$ cat config.mk
export PLATFORM = sky130hd
export DESIGN_NAME = lras_ctrl
export DESIGN_NICKNAME = d
export VERILOG_FILES = /design/src/rtl/lras_pkg.sv /design/src/rtl/lras_ctrl.sv
export SDC_FILE = /design/constraint.sdc
export NUM_CORES = 1
export LEC_CHECK = 0
export BUFFER_PORTS_ARGS = -buffer_cell sky130_fd_sc_hd__buf_2
export CAP_MARGIN = 20
export CORE_MARGIN = 2
export CORE_UTILIZATION = 47
export CTS_BUF_LIST = sky130_fd_sc_hd__clkbuf_8 sky130_fd_sc_hd__clkbuf_16
export CTS_CLUSTER_DIAMETER = 50
export DETAILED_ROUTE_END_ITERATION = 10
export PLACE_DENSITY = 0.8
export SLEW_MARGIN = 20
export SYNTH_ARGS = -nofsm -noshare
export SYNTH_HDL_FRONTEND = slang
export SYNTH_SLANG_ARGS = --single-unit
export TNS_END_PERCENT = 1
$ cat constraint.sdc
create_clock -name clk -period 5 [get_ports clk]
set_input_delay 0 -clock clk [delete_from_list [all_inputs] [get_ports clk]]
set_output_delay 0 -clock clk [all_outputs]
set_load 0.005 [all_outputs]
$ cat src/rtl/lras_pkg.sv
// shared constants and controller/datapath interface types for the range add / range sum block
`timescale 1ns / 1ps

package lras_pkg;

    // default element count
    localparam int unsigned SIZE_DEF   = 1024;
    // field widths
    localparam int unsigned IDX_W      = 10;
    localparam int unsigned VAL_W      = 32;
    localparam int unsigned SUM_W      = 64;
    localparam int unsigned IN_TDATA_W = 56;

    // item kind
    typedef enum logic [0:0] {
        MODE_ADD = 1'b0,
        MODE_SUM = 1'b1
    } mode_t;

    // which of the two tree walks of an item is running
    typedef enum logic [0:0] {
        WALK_FIRST  = 1'b0,
        WALK_SECOND = 1'b1
    } walk_t;

    // controller to datapath commands
    typedef struct packed {
        logic  clr_step;
        logic  load;
        logic  walk_init;
        walk_t walk;
        logic  mem_rd;
        logic  mem_wr;
        logic  acc;
        logic  mul_lo;
        logic  mul_hi;
        logic  fin;
        logic  out_load;
    } dp_cmd_t;

    // datapath to controller status
    typedef struct packed {
        logic  clr_done;
        logic  empty;
        mode_t mode;
        logic  walk_done;
        logic  out_free;
    } dp_stat_t;

endpackage

$ cat src/rtl/lras_ctrl.sv
// controller: sequences the clear sweep, the two tree walks and the result hand-off
`timescale 1ns / 1ps

module lras_ctrl
    import lras_pkg::*;
(
    input  logic     clk,
    input  logic     rst_n,
    input  logic     s_tvalid,
    output logic     s_tready,
    output dp_cmd_t  cmd,
    input  dp_stat_t stat
);

    typedef enum logic [11:0] {
        ST_CLEAR  = 12'b0000_0000_0001,
        ST_IDLE   = 12'b0000_0000_0010,
        ST_START  = 12'b0000_0000_0100,
        ST_INIT   = 12'b0000_0000_1000,
        ST_CHECK  = 12'b0000_0001_0000,
        ST_RD     = 12'b0000_0010_0000,
        ST_WR     = 12'b0000_0100_0000,
        ST_ACC    = 12'b0000_1000_0000,
        ST_MUL_LO = 12'b0001_0000_0000,
        ST_MUL_HI = 12'b0010_0000_0000,
        ST_FIN    = 12'b0100_0000_0000,
        ST_OUT    = 12'b1000_0000_0000
    } state_t;

    state_t state_reg;
    state_t state_next;
    walk_t  walk_reg;
    walk_t  walk_next;

    // next state and commands
    always_comb
    begin
        state_next = state_reg;
        walk_next  = walk_reg;
        cmd        = '0;
        cmd.walk   = walk_reg;
        s_tready   = 1'b0;
        case (state_reg)
            ST_CLEAR:
            begin
                cmd.clr_step = 1'b1;
                if (stat.clr_done)
                begin
                    state_next = ST_IDLE;
                end
            end
            ST_IDLE:
            begin
                s_tready = 1'b1;
                if (s_tvalid)
                begin
                    cmd.load   = 1'b1;
                    walk_next  = WALK_FIRST;
                    state_next = ST_START;
                end
            end
            ST_START:
            begin
                if (!stat.empty)
                begin
                    state_next = ST_INIT;
                end
                else if (stat.mode == MODE_SUM)
                begin
                    state_next = ST_OUT;
                end
                else
                begin
                    state_next = ST_IDLE;
                end
            end
            ST_INIT:
            begin
                cmd.walk_init = 1'b1;
                state_next    = ST_CHECK;
            end
            ST_CHECK:
            begin
                if (!stat.walk_done)
                begin
                    cmd.mem_rd = 1'b1;
                    state_next = (stat.mode == MODE_ADD) ? ST_WR : ST_ACC;
                end
                else if (stat.mode == MODE_SUM)
                begin
                    state_next = ST_MUL_LO;
                end
                else if (walk_reg == WALK_FIRST)
                begin
                    walk_next  = WALK_SECOND;
                    state_next = ST_INIT;
                end
                else
                begin
                    state_next = ST_IDLE;
                end
            end
            ST_RD:
            begin
                state_next = ST_CHECK;
            end
            ST_WR:
            begin
                cmd.mem_wr = 1'b1;
                state_next = ST_CHECK;
            end
            ST_ACC:
            begin
                cmd.acc    = 1'b1;
                state_next = ST_CHECK;
            end
            ST_MUL_LO:
            begin
                cmd.mul_lo = 1'b1;
                state_next = ST_MUL_HI;
            end
            ST_MUL_HI:
            begin
                cmd.mul_hi = 1'b1;
                state_next = ST_FIN;
            end
            ST_FIN:
            begin
                cmd.fin = 1'b1;
                if (walk_reg == WALK_FIRST)
                begin
                    walk_next  = WALK_SECOND;
                    state_next = ST_INIT;
                end
                else
                begin
                    state_next = ST_OUT;
                end
            end
            ST_OUT:
            begin
                if (stat.out_free)
                begin
                    cmd.out_load = 1'b1;
                    state_next   = ST_IDLE;
                end
            end
            default:
            begin
                state_next = ST_CLEAR;
            end
        endcase
    end

    // state registers
    always_ff @(posedge clk or negedge rst_n)
    begin
        if (!rst_n)
        begin
            state_reg <= ST_CLEAR;
            walk_reg  <= WALK_FIRST;
        end
        else
        begin
            state_reg <= state_next;
            walk_reg  <= walk_next;
        end
    end

    // checks
    a_wr_after_rd: assert property (@(posedge clk) disable iff (!rst_n)
        cmd.mem_wr |-> $past(cmd.mem_rd))
        else $error("tree write without a read the cycle before");

    a_acc_after_rd: assert property (@(posedge clk) disable iff (!rst_n)
        cmd.acc |-> $past(cmd.mem_rd))
        else $error("accumulate without a read the cycle before");

    a_out_free: assert property (@(posedge clk) disable iff (!rst_n)
        cmd.out_load |-> stat.out_free)
        else $error("result loaded over an untaken word");

    a_no_clr_busy: assert property (@(posedge clk) disable iff (!rst_n)
        cmd.clr_step |-> !s_tready && !cmd.mem_wr)
        else $error("item activity during the clear sweep");

endmodule

==> results.py <==
metrics = {
    "global_routing": {
        "grt_usage_pct": 20.3,
        "grt_pass1_vias": 683,
        "grt_pass1_wl_mm": 3.08,
        "antenna_found_initial": 0,
        "busiest_layer": "met1",
        "grt_max_degree": 13,
        "met2_usage_pct": 29.3,
        "use_met1_pct": 29.8,
        "met3_usage_pct": 2.31,
        "grt_overflow": 0,
    },
    "clock_tree": {
        "cts_resized": 0,
        "clkSinkCount": 12,
        "cts_tree": "done",
        "clk_latency_ps": 240,
        "clockBufferDepth": 2,
        "tritoncts.num_buffers": 3,
        "path_clk_slew_ps": 50,
        "post_cts_buffers": 0,
        "htreeDepth": 1,
        "clock-root-buffer": "clkbuf_8",
    },
    "detailed_routing": {
        "dr.pass1.iters": 4,
        "vias": 799,
        "ant_nets": 0,
        "drt_wl_total_mm": 1.95,
        "routedWlPerCell_um": 13.7,
        "drt_iter0_drc": 35,
        "post_drt_via_cell_ratio": 5.63,
        "drc": 0,
    },
    "worst_setup_path": {
        "path_buf_inv": 1,
        "cpPeakStageDelay_ps": 560,
        "cp.arrival_ps": 2180,
        "crit_slowest_cell": "dlygate4sd3_1",
        "path_delay_family": "simple AND/OR/NAND/NOR gates",
        "crit_required_ps": 5180,
        "crit_path_cell_trace": "nor4_2 > nand3_1 > nor3_1 > dlygate4sd3_1",
        "cp-end-kind": "flop",
        "startpoint_type": "flop",
        "path_class": "reg2reg",
        "path_max_fanout": 9,
    },
    "final_layout": {
        "drive_gt1_share_pct": 25.6,
        "n_antenna_cell": 0,
        "final_common_cell": "buf_2",
        "mostFrequentLayoutCells": "19 x buf_2, 11 x nor2_1, 11 x dfrtp_1",
        "largest_reg_flops": 11,
        "final_nets": 126,
        "area_delta_synth_final_pct": 20.3,
    },
    "yosys": {
        "avgSynthCellArea_sq_um": 8.89,
        "synthTopCellsByArea": "dfrtp_1 32%, nor3_1 5.2%, nor4b_1 5.1%",
        "synth.top_cell.area_share_pct": 31.9,
        "ys_types": 40,
        "syn_nets": 105,
        "ys_seq_area_share_pct": 35.0,
        "synth_area_leader_cell": "dfrtp_1",
        "synth_seq_cells": 12,
        "syn_inst": 97,
        "yosysWarningCount": 0,
        "synth_area_sq_um": 862,
    },
    "placement": {
        "io_buffers": 19,
        "place_hpwl_mm": 1.41,
        "place_ws_ps": 3280,
        "place_congestion": 0.796,
    },
    "sta": {
        "fin_crit_sh_pct": 40.0,
        "finalClockSkew_ps": 5.84,
        "setup_ws_ps": 3000,
        "slew-limit-headroom_pct": 65.4,
        "report.final.hold_viol_count": 0,
        "setup_violations": 0,
        "fmax_mhz": 500,
        "fin_crit_ps": 2000,
        "final_max_slew_viol_count": 0,
        "worst_pin_slew_ps": 516,
        "rsz0062_at_grt": "no",
        "fin_setup_tns_ps": 0,
    },
    "floorplan": {
        "start_util_pct": 49.9,
        "die_h_um": 46.8,
        "rows": 15,
        "io_pins": 20,
        "core-area_sq_um": 1730,
        "die-area_sq_um": 2190,
        "die_w_um": 46.8,
    },
    "status": {
        "status": "finished, final reports clean",
    },
    "power_and_ir_drop": {
        "p_leak_nw": 0.489,
        "powerDensity_nw_per_um2": 356,
        "ir_worst_vdd_uv": 231,
    },
    "run": {
        "drv_cap": 0,
    },
    "min_path": {
        "hp-class": "in2reg",
    },
}
final timing paths:
path	start	slack, ps	depth (start not counted)	end
max	state_reg[1]	3000	4	state_reg[6]
min	stat[2]	30	3	state_reg[8]
max reg2reg	state_reg[1]	3000	4	state_reg[6]
min reg2reg	walk_reg	580	1	state_reg[3]
max in group asynchronous	rst_n	4550	2	state_reg[0]
min in group asynchronous	rst_n	170	2	state_reg[10]
report_power, final:
part | total, mW | internal [mW] | switching [mW]
registers | 0.147 | 0.115 | 0.0328
clock network | 0.0900 | 0.0541 | 0.0360
logic | 0.132 | 0.0640 | 0.0681
Yosys cell counts (all sizes together):
cell and n:
o22ai 1, nor3 9, a22o 1, xor2 3, o21ai 1, buf 5, and3 2, clkbuf 3
nor2b 2, o31ai 1, dfrtp 11, and2 1, or4 2, inv 2, nor4b 5, nand4 2
a22oi 1, nor4 4, and4b 3, nand2b 2, a21oi 1, o211ai 1, a221oi 1, nand2 8
dfstp 1, nor2 12, nand3 3, o32ai 1, nor3b 2, and4 2, xnor2 2, or3 1
nand4b 1
tightest hold or removal path, delay by kind of cell:
family	cells	cell delay, ps
buffers and inverters	1	130
AND/OR/NAND/NOR	2	100
per-stage QoR:
step	util, %	area (sq um)	hold slack (ps)	total power [mW]	std cells
6_report	60.1	1040	28.8	0.370	142
5_1_grt	60.1	1040	43.9	0.394	142
4_1_cts	60.1	1040	31.6	0.368	142
3_5_place_dp	54.6	942	-106	0.274	133
3_3_place_gp	54.6	942	-105	0.272	133
2_1_floorplan	-	862	-296	0.250	97
metal layers:
layer / vias up / share of wire, %
li1: 396 / -
met4: 0 / 1.4
met1: 374 / 49
met2: 25 / 46
met3: 4 / 3.4
met5: - / 0
area by class of cell:
cell class / instances / area [sq um]
timing repair buffer: 24 / 145
clock inverter: 1 / 3.75
clock buffer: 3 / 41.3
multi-input combinational: 75 / 507
sequential: 12 / 302
tap: 25 / 31.3
fill: 167 / 689
inverter: 2 / 7.51
cells by family (layout without fill, tap and decap cells):
group / after synthesis / after routing / share of synthesized area [%]
XOR/XNOR: 5 / 5 / 5.08
flip-flops: 12 / 12 / 35.0
AND/OR/NAND/NOR: 61 / 61 / 45.4
AO/OA/AOI/OAI: 9 / 9 / 8.27
buffers and inverters: 10 / 30 / 6.24
what timing repair did:
| action | in CTS | in global routing |
|---|---|---|
| hold buffers | 5 | 0 |
| endpoints found under the hold margin | 15 | 0 |
| setup endpoints to repair | 0 | 0 |
Power figures use the tool's default switching activity.
